--- src/sv/rbsi_pkg.sv ---
// Shared types and constants for the ray/box slab intersection core.
// Request and result payload structs, lane status flags, axis codes.
`timescale 1ns / 1ps

package rbsi_pkg;

    localparam int DATA_W = 32;
    localparam int EPS_W  = 17;
    localparam int AXES   = 3;

    localparam logic [1:0] AXIS_X = 2'd0;
    localparam logic [1:0] AXIS_Y = 2'd1;
    localparam logic [1:0] AXIS_Z = 2'd2;

    typedef struct packed {
        logic signed [DATA_W-1:0] origin_x;
        logic signed [DATA_W-1:0] origin_y;
        logic signed [DATA_W-1:0] origin_z;
        logic signed [DATA_W-1:0] dir_x;
        logic signed [DATA_W-1:0] dir_y;
        logic signed [DATA_W-1:0] dir_z;
    } t_ray_req;

    typedef struct packed {
        logic                     hit;
        logic signed [DATA_W-1:0] hit_t;
        logic [1:0]               normal_axis;
        logic                     normal_negative;
    } t_ray_res;

    typedef struct packed {
        logic parallel;
        logic outside;
        logic near_neg;
    } t_lane_flags;

endpackage

--- src/sv/rbsi_merge.sv ---
// Merge stage: largest entry, smallest exit, miss test and saturation.
// Depends on rbsi_pkg; registers the result and its strobe.
`timescale 1ns / 1ps

module rbsi_merge #(
    parameter int TW = 49
) (
    input  logic                         i_clk,
    input  logic                         i_rst_n,
    input  logic                         i_valid,
    input  logic [rbsi_pkg::EPS_W-1:0]   i_eps,
    input  logic signed [TW-1:0]         i_t_near [rbsi_pkg::AXES],
    input  logic signed [TW-1:0]         i_t_far  [rbsi_pkg::AXES],
    input  rbsi_pkg::t_lane_flags        i_flags  [rbsi_pkg::AXES],
    output logic                         o_valid,
    output rbsi_pkg::t_ray_res           o_res
);

    localparam int DW = rbsi_pkg::DATA_W;
    localparam logic signed [TW-1:0] T_MAX = TW'(64'sd2147483647);
    localparam logic signed [TW-1:0] T_MIN = TW'(-64'sd2147483648);

    logic signed [TW-1:0] n_near;
    logic signed [TW-1:0] n_far;
    logic signed [TW-1:0] n_eps;
    logic                 n_have;
    logic [1:0]           n_axis;
    logic                 n_neg;
    logic                 n_miss;
    rbsi_pkg::t_ray_res   n_res;

    always_comb begin
        n_near = T_MIN;
        n_far  = T_MAX;
        n_have = 1'b0;
        n_axis = rbsi_pkg::AXIS_X;
        n_neg  = 1'b0;
        n_miss = 1'b0;
        n_eps  = $signed({{(TW-rbsi_pkg::EPS_W){1'b0}}, i_eps});
        for (int a = 0; a < rbsi_pkg::AXES; a++) begin
            if (i_flags[a].parallel) begin
                if (i_flags[a].outside) n_miss = 1'b1;
            end else begin
                if (!n_have || (i_t_near[a] > n_near)) begin
                    n_near = i_t_near[a];
                    n_axis = 2'(a);
                    n_neg  = i_flags[a].near_neg;
                end
                if (!n_have || (i_t_far[a] < n_far)) n_far = i_t_far[a];
                n_have = 1'b1;
            end
        end
        // all parallel and inside: exit stays at plus infinity
        if (n_have && ((n_far < n_near) || (n_far < n_eps))) n_miss = 1'b1;

        n_res = '0;
        if (!n_miss) begin
            n_res.hit = 1'b1;
            if (!n_have || (n_near < T_MIN)) n_res.hit_t = T_MIN[DW-1:0];
            else if (n_near > T_MAX)         n_res.hit_t = T_MAX[DW-1:0];
            else                             n_res.hit_t = n_near[DW-1:0];
            n_res.normal_axis     = n_axis;
            n_res.normal_negative = n_neg;
        end
    end

    logic               r_valid;
    rbsi_pkg::t_ray_res r_res;

    always_ff @(posedge i_clk) begin
        if (!i_rst_n) begin
            r_valid <= 1'b0;
        end else begin
            r_valid <= i_valid;
        end
    end

    always_ff @(posedge i_clk) begin
        r_res <= n_res;
    end

    assign o_valid = r_valid;
    assign o_res   = r_res;

endmodule

--- config.mk ---
export PLATFORM = sky130hd
export DESIGN_NAME = rbsi_merge
export DESIGN_NICKNAME = d
export VERILOG_FILES = /design/src/sv/rbsi_pkg.sv /design/src/sv/rbsi_merge.sv
export SDC_FILE = /design/constraint.sdc
export NUM_CORES = 1
export LEC_CHECK = 0
export ABC_AREA = 1
export BUFFER_PORTS_ARGS = -buffer_cell sky130_fd_sc_hd__buf_4
export CORE_ASPECT_RATIO = 1.1
export CORE_MARGIN = 2
export CORE_UTILIZATION = 58
export DETAILED_ROUTE_END_ITERATION = 10
export PLACE_DENSITY = 0.95
export SLEW_MARGIN = 20
export SYNTH_ARGS = -nofsm -noshare
export SYNTH_HDL_FRONTEND = slang
export SYNTH_SLANG_ARGS = --single-unit
--- constraint.sdc ---
create_clock -name i_clk -period 17.05 [get_ports i_clk]
set_input_delay 2.5575 -clock i_clk [delete_from_list [all_inputs] [get_ports i_clk]]
set_output_delay 2.5575 -clock i_clk [all_outputs]
set_load 0.1 [all_outputs]
=== Word-level counts from Yosys, hierarchy flattened ===
Cells that the tools add are included.

* Order comparisons: 8
* Muxes and demuxes: 32
* Reductions and logical operators: 10

{| class="wikitable"
|+ Operator list
! kind !! count
|-
| 49-bit 2-to-1 mux || 10
|-
| 49-bit < comparator || 3
|-
| 49-bit greater-than comparator || 2
|-
| 32-bit 2-to-1 mux || 2
|-
| 49-bit by 32-bit greater-than comparator with 1-bit output (second input constant) || 1
|-
| 49-bit by 18-bit < comparator with 1-bit output || 1
|-
| 49-bit by 32-bit < comparator with 1-bit output (second input constant) || 1
|-
| 36-bit 2-to-1 mux || 1
|-
| 1-bit 2-to-1 mux || 17
|-
| 1-bit logical OR || 6
|-
| 2-bit 2-to-1 mux || 2
|-
| 1-bit logical NOT || 2
|-
| 2-bit OR reduction || 1
|-
| 1-bit logical AND || 1
|}

* Register bits after elaboration: 37
* Output and inout bits: 37

=== Depth between registers and ports, before layout ===
* Depth after elaboration: 14
* Gate-level depth with buffers: 63
* Mapped depth without buffers: 52

=== Least setup slack after synthesis ===
OpenSTA, ideal clock, no wires.

* Path type: input to register
* Start: input port i_flags[8] in the netlist's numbering
* End: register r_res (netlist bit o_res[12])
* Library setup time: 0.114 ns
* Data arrival time: 10.184 ns
* Data required time: 16.936 ns
* Setup slack: 6.753 ns
* Cell stages on the path: 56
* Cells stage by stage: buf_2 > buf_1 > buf_1 > clkbuf_1 > buf_1 > nor2_1 > ha_1 > nand2_1 > nor4_1 > nand2_1 > a31o_2 > nand3_1 > xor2_1 > nand2_1 > nand2_2 > buf_4 > buf_2 > buf_1 > (+20 left out) > o21ai_0 > ha_1 > a21oi_1 > nor2_1 > a211oi_1 > o21ai_0 > nand3_1 > a31o_2 > o2111ai_1 > a21oi_1 > nand2_1 > nand2_1 > nand2_1 > nand2_1 > nand2_2 > nand3_4 > buf_6 > nor2_1

* Word-level cells in the longest chain between the ends: 14
* Elaborated cells on any way between the ends: 38
* Those cells by class: 8 x order compare; 20 x mux; 10 x reduce/logical

{| class="wikitable"
|+ Ends and longest elaborated chain
! what !! RTL line !! source
|-
| from (decl) || rbsi_merge.sv:14 || <nowiki>input rbsi_pkg::t_lane_flags i_flags [rbsi_pkg::AXES],</nowiki>
|-
| 49-bit 2-to-1 mux || rbsi_merge.sv:41 || <nowiki>if (i_flags[a].parallel) begin</nowiki>
|-
| 49-bit < comparator or 49-bit greater-than comparator (tied branches) || rbsi_merge.sv:49, rbsi_merge.sv:44 ||
|-
| 1-bit logical OR (on tied branches) || rbsi_merge.sv:49, rbsi_merge.sv:44 ||
|-
| 49-bit 2-to-1 mux (on tied branches) || rbsi_merge.sv:49, rbsi_merge.sv:44 ||
|-
| 49-bit 2-to-1 mux || rbsi_merge.sv:41 ||
|-
| 49-bit < comparator or 49-bit greater-than comparator (tied branches) || rbsi_merge.sv:49, rbsi_merge.sv:44 ||
|-
| 1-bit logical OR (on tied branches) || rbsi_merge.sv:49, rbsi_merge.sv:44 ||
|-
| 49-bit 2-to-1 mux (on tied branches) || rbsi_merge.sv:49, rbsi_merge.sv:44 ||
|-
| 49-bit 2-to-1 mux || rbsi_merge.sv:41 ||
|-
| 49-bit < comparator or 49-bit by 18-bit < comparator with 1-bit output (tied branches) || rbsi_merge.sv:54 || <nowiki>if (n_have && ((n_far < n_near) || (n_far < n_eps))) n_miss = 1'b1;</nowiki>
|-
| 1-bit logical OR || rbsi_merge.sv:54 ||
|-
| 1-bit logical AND || rbsi_merge.sv:54 ||
|-
| 1-bit 2-to-1 mux || rbsi_merge.sv:54 ||
|-
| 2-bit OR reduction (no line) || -- ||
|-
| to (signal assigned) || rbsi_merge.sv:79 || <nowiki>r_res <= n_res;</nowiki>
|-
| to (decl) || rbsi_merge.sv:68 || <nowiki>rbsi_pkg::t_ray_res r_res;</nowiki>
|}

Several ways; a longest one is shown, not always the timed one.
A chain may end at the register's enable or synchronous reset.

=== Final worst setup path ===
* Start: input port i_flags[8] in the netlist's numbering
* End: register r_res (netlist bit o_res[22])

The elaborated chain is that of the path after synthesis.

==> flow_metrics.env <==
export IMPL_p_sw_share_pct=52.0
export IMPL_final_cell_mix="nand2_1, buf_4, ha_1, nor2_1, a21oi_1"
export IMPL_cts_inserted_buffers=5
export IMPL_synth_top_cell_by_area="ha_1"
export IMPL_first_pass_iters=6
export IMPL_grt_max_degree=95
export IMPL_crit_arrival_ns=12.44
export IMPL_ioPinCount=360
export IMPL_setup_viol=0
export IMPL_p_comb_share_pct=73.6
export IMPL_fin_crit_ns=12.24
export IMPL_syn_to_final_growth_pct=26.1
export IMPL_netlist_top_cells_area="ha_1, nand2_1, nor2_1"
export IMPL_fillers=1654
export IMPL_crit_type="input pin to flop"
export IMPL_viasPerCell=5.88
export IMPL_cts_resized_gates=0
export IMPL_grtUsageTotal_pct=39.8
export IMPL_gp_congestion=0.988
export IMPL_clkPwrFrac_pct=14.0
export IMPL_internal_power_w=0.000378
export IMPL_final_layout_size_suffix_gt1_share_pct=19.5
export IMPL_async_flop_share_pct=0
export IMPL_rsz0062_at_grt="false"
export IMPL_ys_types=49
export IMPL_max_freq_ghz=0.0817
export IMPL_p_leak_nw=7.69
export IMPL_slowest_delay_ns=0.82
export IMPL_gr_total_overflow=0
export IMPL_yosysWarnings=0
export IMPL_slew_limit_headroom_pct=40.6
export IMPL_fp_dieW_um=136
export IMPL_grt_pass1_vias=13600
export IMPL_layout_commonest_cell="nand2_1"
export IMPL_post_cts_buffers=0
export IMPL_seq_area_frac_synth_pct=6.67
export IMPL_period_share_pct=71.8
export IMPL_regArea_um2=741
export IMPL_antenna_left=0
export IMPL_core_area_um2=19000
export IMPL_fin_nets=2784
export IMPL_hpwl_um=34500
export IMPL_yosysTopAreaCellShare_pct=28.4
export IMPL_start_util_pct=58.6
export IMPL_vdd_drop_max_mv=0.0536
export IMPL_syn_area_um2=11100
export IMPL_grt_pass1_wl_um=64900
export IMPL_die_h_um=149
export IMPL_post_route_drc_count=0
export IMPL_dieArea_um2=20300
export IMPL_synth_nets=2486
export IMPL_cts_htree_levels=2
export IMPL_synth_seq_cells=37
export IMPL_avgRoutedWirePerCell_um=17.0
export IMPL_holdBufCountCts=0
export IMPL_tightest_slew_ns=0.891
export IMPL_tns_ns=0
export IMPL_power_switching_w=0.000408
export IMPL_slowest_stage="clkinv_1"
export IMPL_cts_sinks=37
export IMPL_clockRootBuffer="clkbuf_16"
export IMPL_power_density_nw_per_um2=56.1
export IMPL_syn_inst=1911
export IMPL_crit_fanout=64
export IMPL_run_status="finished, final reports clean"
export IMPL_clock_path_buffers=2
export IMPL_holdWs_ns=2.46
export IMPL_num_vias=14400
export IMPL_multiInputGateArea_um2=9530
export IMPL_hp_class="input pin to flop"
export IMPL_synth_edff_count=0
export IMPL_port_buffer_count=359
export IMPL_wirelength_um=41800
export IMPL_antenna_found_initial=0
export IMPL_crit_required_ns=17.24
export IMPL_hold_viol_final=0
export IMPL_cts_clk_slew_worst_paths_ns=0.06
export IMPL_cpMostUsedCell="nand2_1"
export IMPL_cap_violations=0
export IMPL_dr_first_iter_drc_count=1041
export IMPL_ys_flop_type="dfxtp_1"
export IMPL_syn_area_per_cell_um2=5.81
export IMPL_cts_tree="done"
export IMPL_seqPwrFrac_pct=12.4
export IMPL_finalPower_w=0.000786
export IMPL_worstSetupEndpointType="flop"
export IMPL_drv_slew=0
export IMPL_crit_path_start_kind="input pin"
export IMPL_rows=53
export IMPL_antenna_cells=0
final cells by class:
class | instances | area share, %
Inverter | 130 | 3.48
Tap cell | 247 | 2.21
Sequential cell | 37 | 5.29
Clock inverter | 2 | 0.268
Multi-Input combinational cell | 1667 | 68.0
Clock buffer | 6 | 0.992
Timing Repair Buffer | 368 | 19.7
layer usage:
| metal | track usage, % | vias up | wire length, um |
|---|---|---|---|
| li1 | - | 7059 | - |
| met1 | 45.4 | 6449 | 15400 |
| met2 | 71.2 | 760 | 20200 |
| met3 | 5.78 | 179 | 3640 |
| met4 | 21.0 | 0 | 2640 |
| met5 | 0 | - | 0 |
Yosys cell counts (2+ instances only):
master and instances:
nand2_1 645, ha_1 252, nor2_1 203, a21oi_1 148
nand3_1 137, inv_1 127, o21ai_0 98, nand4_1 44
dfxtp_1 37, clkbuf_1 33, nor2_2 32, buf_1 24
nor4_1 18, a211oi_1 15, nor3_1 12, buf_2 11
buf_6 6, o211ai_1 6, o221ai_1 6, nand2_2 5
a21o_1 4, a31oi_1 4, o21ai_1 4, buf_4 3
o2111ai_1 3, o21a_1 3, a31o_2 2, and3_1 2
inv_2 2, nand3_2 2, nand3_4 2, o21bai_1 2
o31ai_1 2, or2_2 2
kinds of logic (layout without fill, tap and decap cells):
kind of cell | after synthesis | after routing | share of synthesized area, %
and+or+nand+nor | 1110 | 1110 | 42.2
xor gates and xnor gates | 1 | 1 | 0.0789
buffers and inverters | 207 | 506 | 7.63
AOI/OAI and AO/OA | 303 | 303 | 15.0
DFF | 37 | 37 | 6.67
muxes | 1 | 1 | 0.0901
adders and majority gates | 252 | 252 | 28.4
final timing paths:
check	slack, ns	endpoint	depth (start not counted)	start
hold / removal	2.46	o_valid	3	i_valid
setup / recovery	4.81	o_res[22]	47	i_flags[8]
through the flow:
step | setup slack, ns | instances | cell area, um^2 | util, %
CTS | 5.10 | 2457 | 14000 | 73.8
global route | 4.02 | 2457 | 14000 | 73.8
detailed placement | 4.91 | 2449 | 13800 | 72.9
finish | 4.81 | 2457 | 14000 | 73.8
global placement | 5.25 | 2449 | 13800 | 72.9
floorplan | 6.75 | 1911 | 11100 | -
power by group through the flow:
stage,logic [W],clock network [W],registers [W]
after global routing,0.000644,0.000114,0.0000972
after detailed placement,0.000563,0,0.0000986
after global placement,0.000545,0,0.0000988
final,0.000578,0.000110,0.0000972
after floorplan,0.000345,0,0.000140
after CTS,0.000568,0.000110,0.0000968
critical path, delay by kind of cell:
kind / cells / cell delay (ns)
adders and majority gates: 3 / 0.81
and+or+nand+nor: 26 / 3.68
buffers and inverters: 7 / 3.29
xor gates and xnor gates: 1 / 0.15
AOI/OAI and AO/OA: 10 / 1.86
flip-flops by register name, indices dropped and copies added, names as in the netlist:
signal	flops
o_res	36
o_valid	1
(Power assumes the default switching activity.)
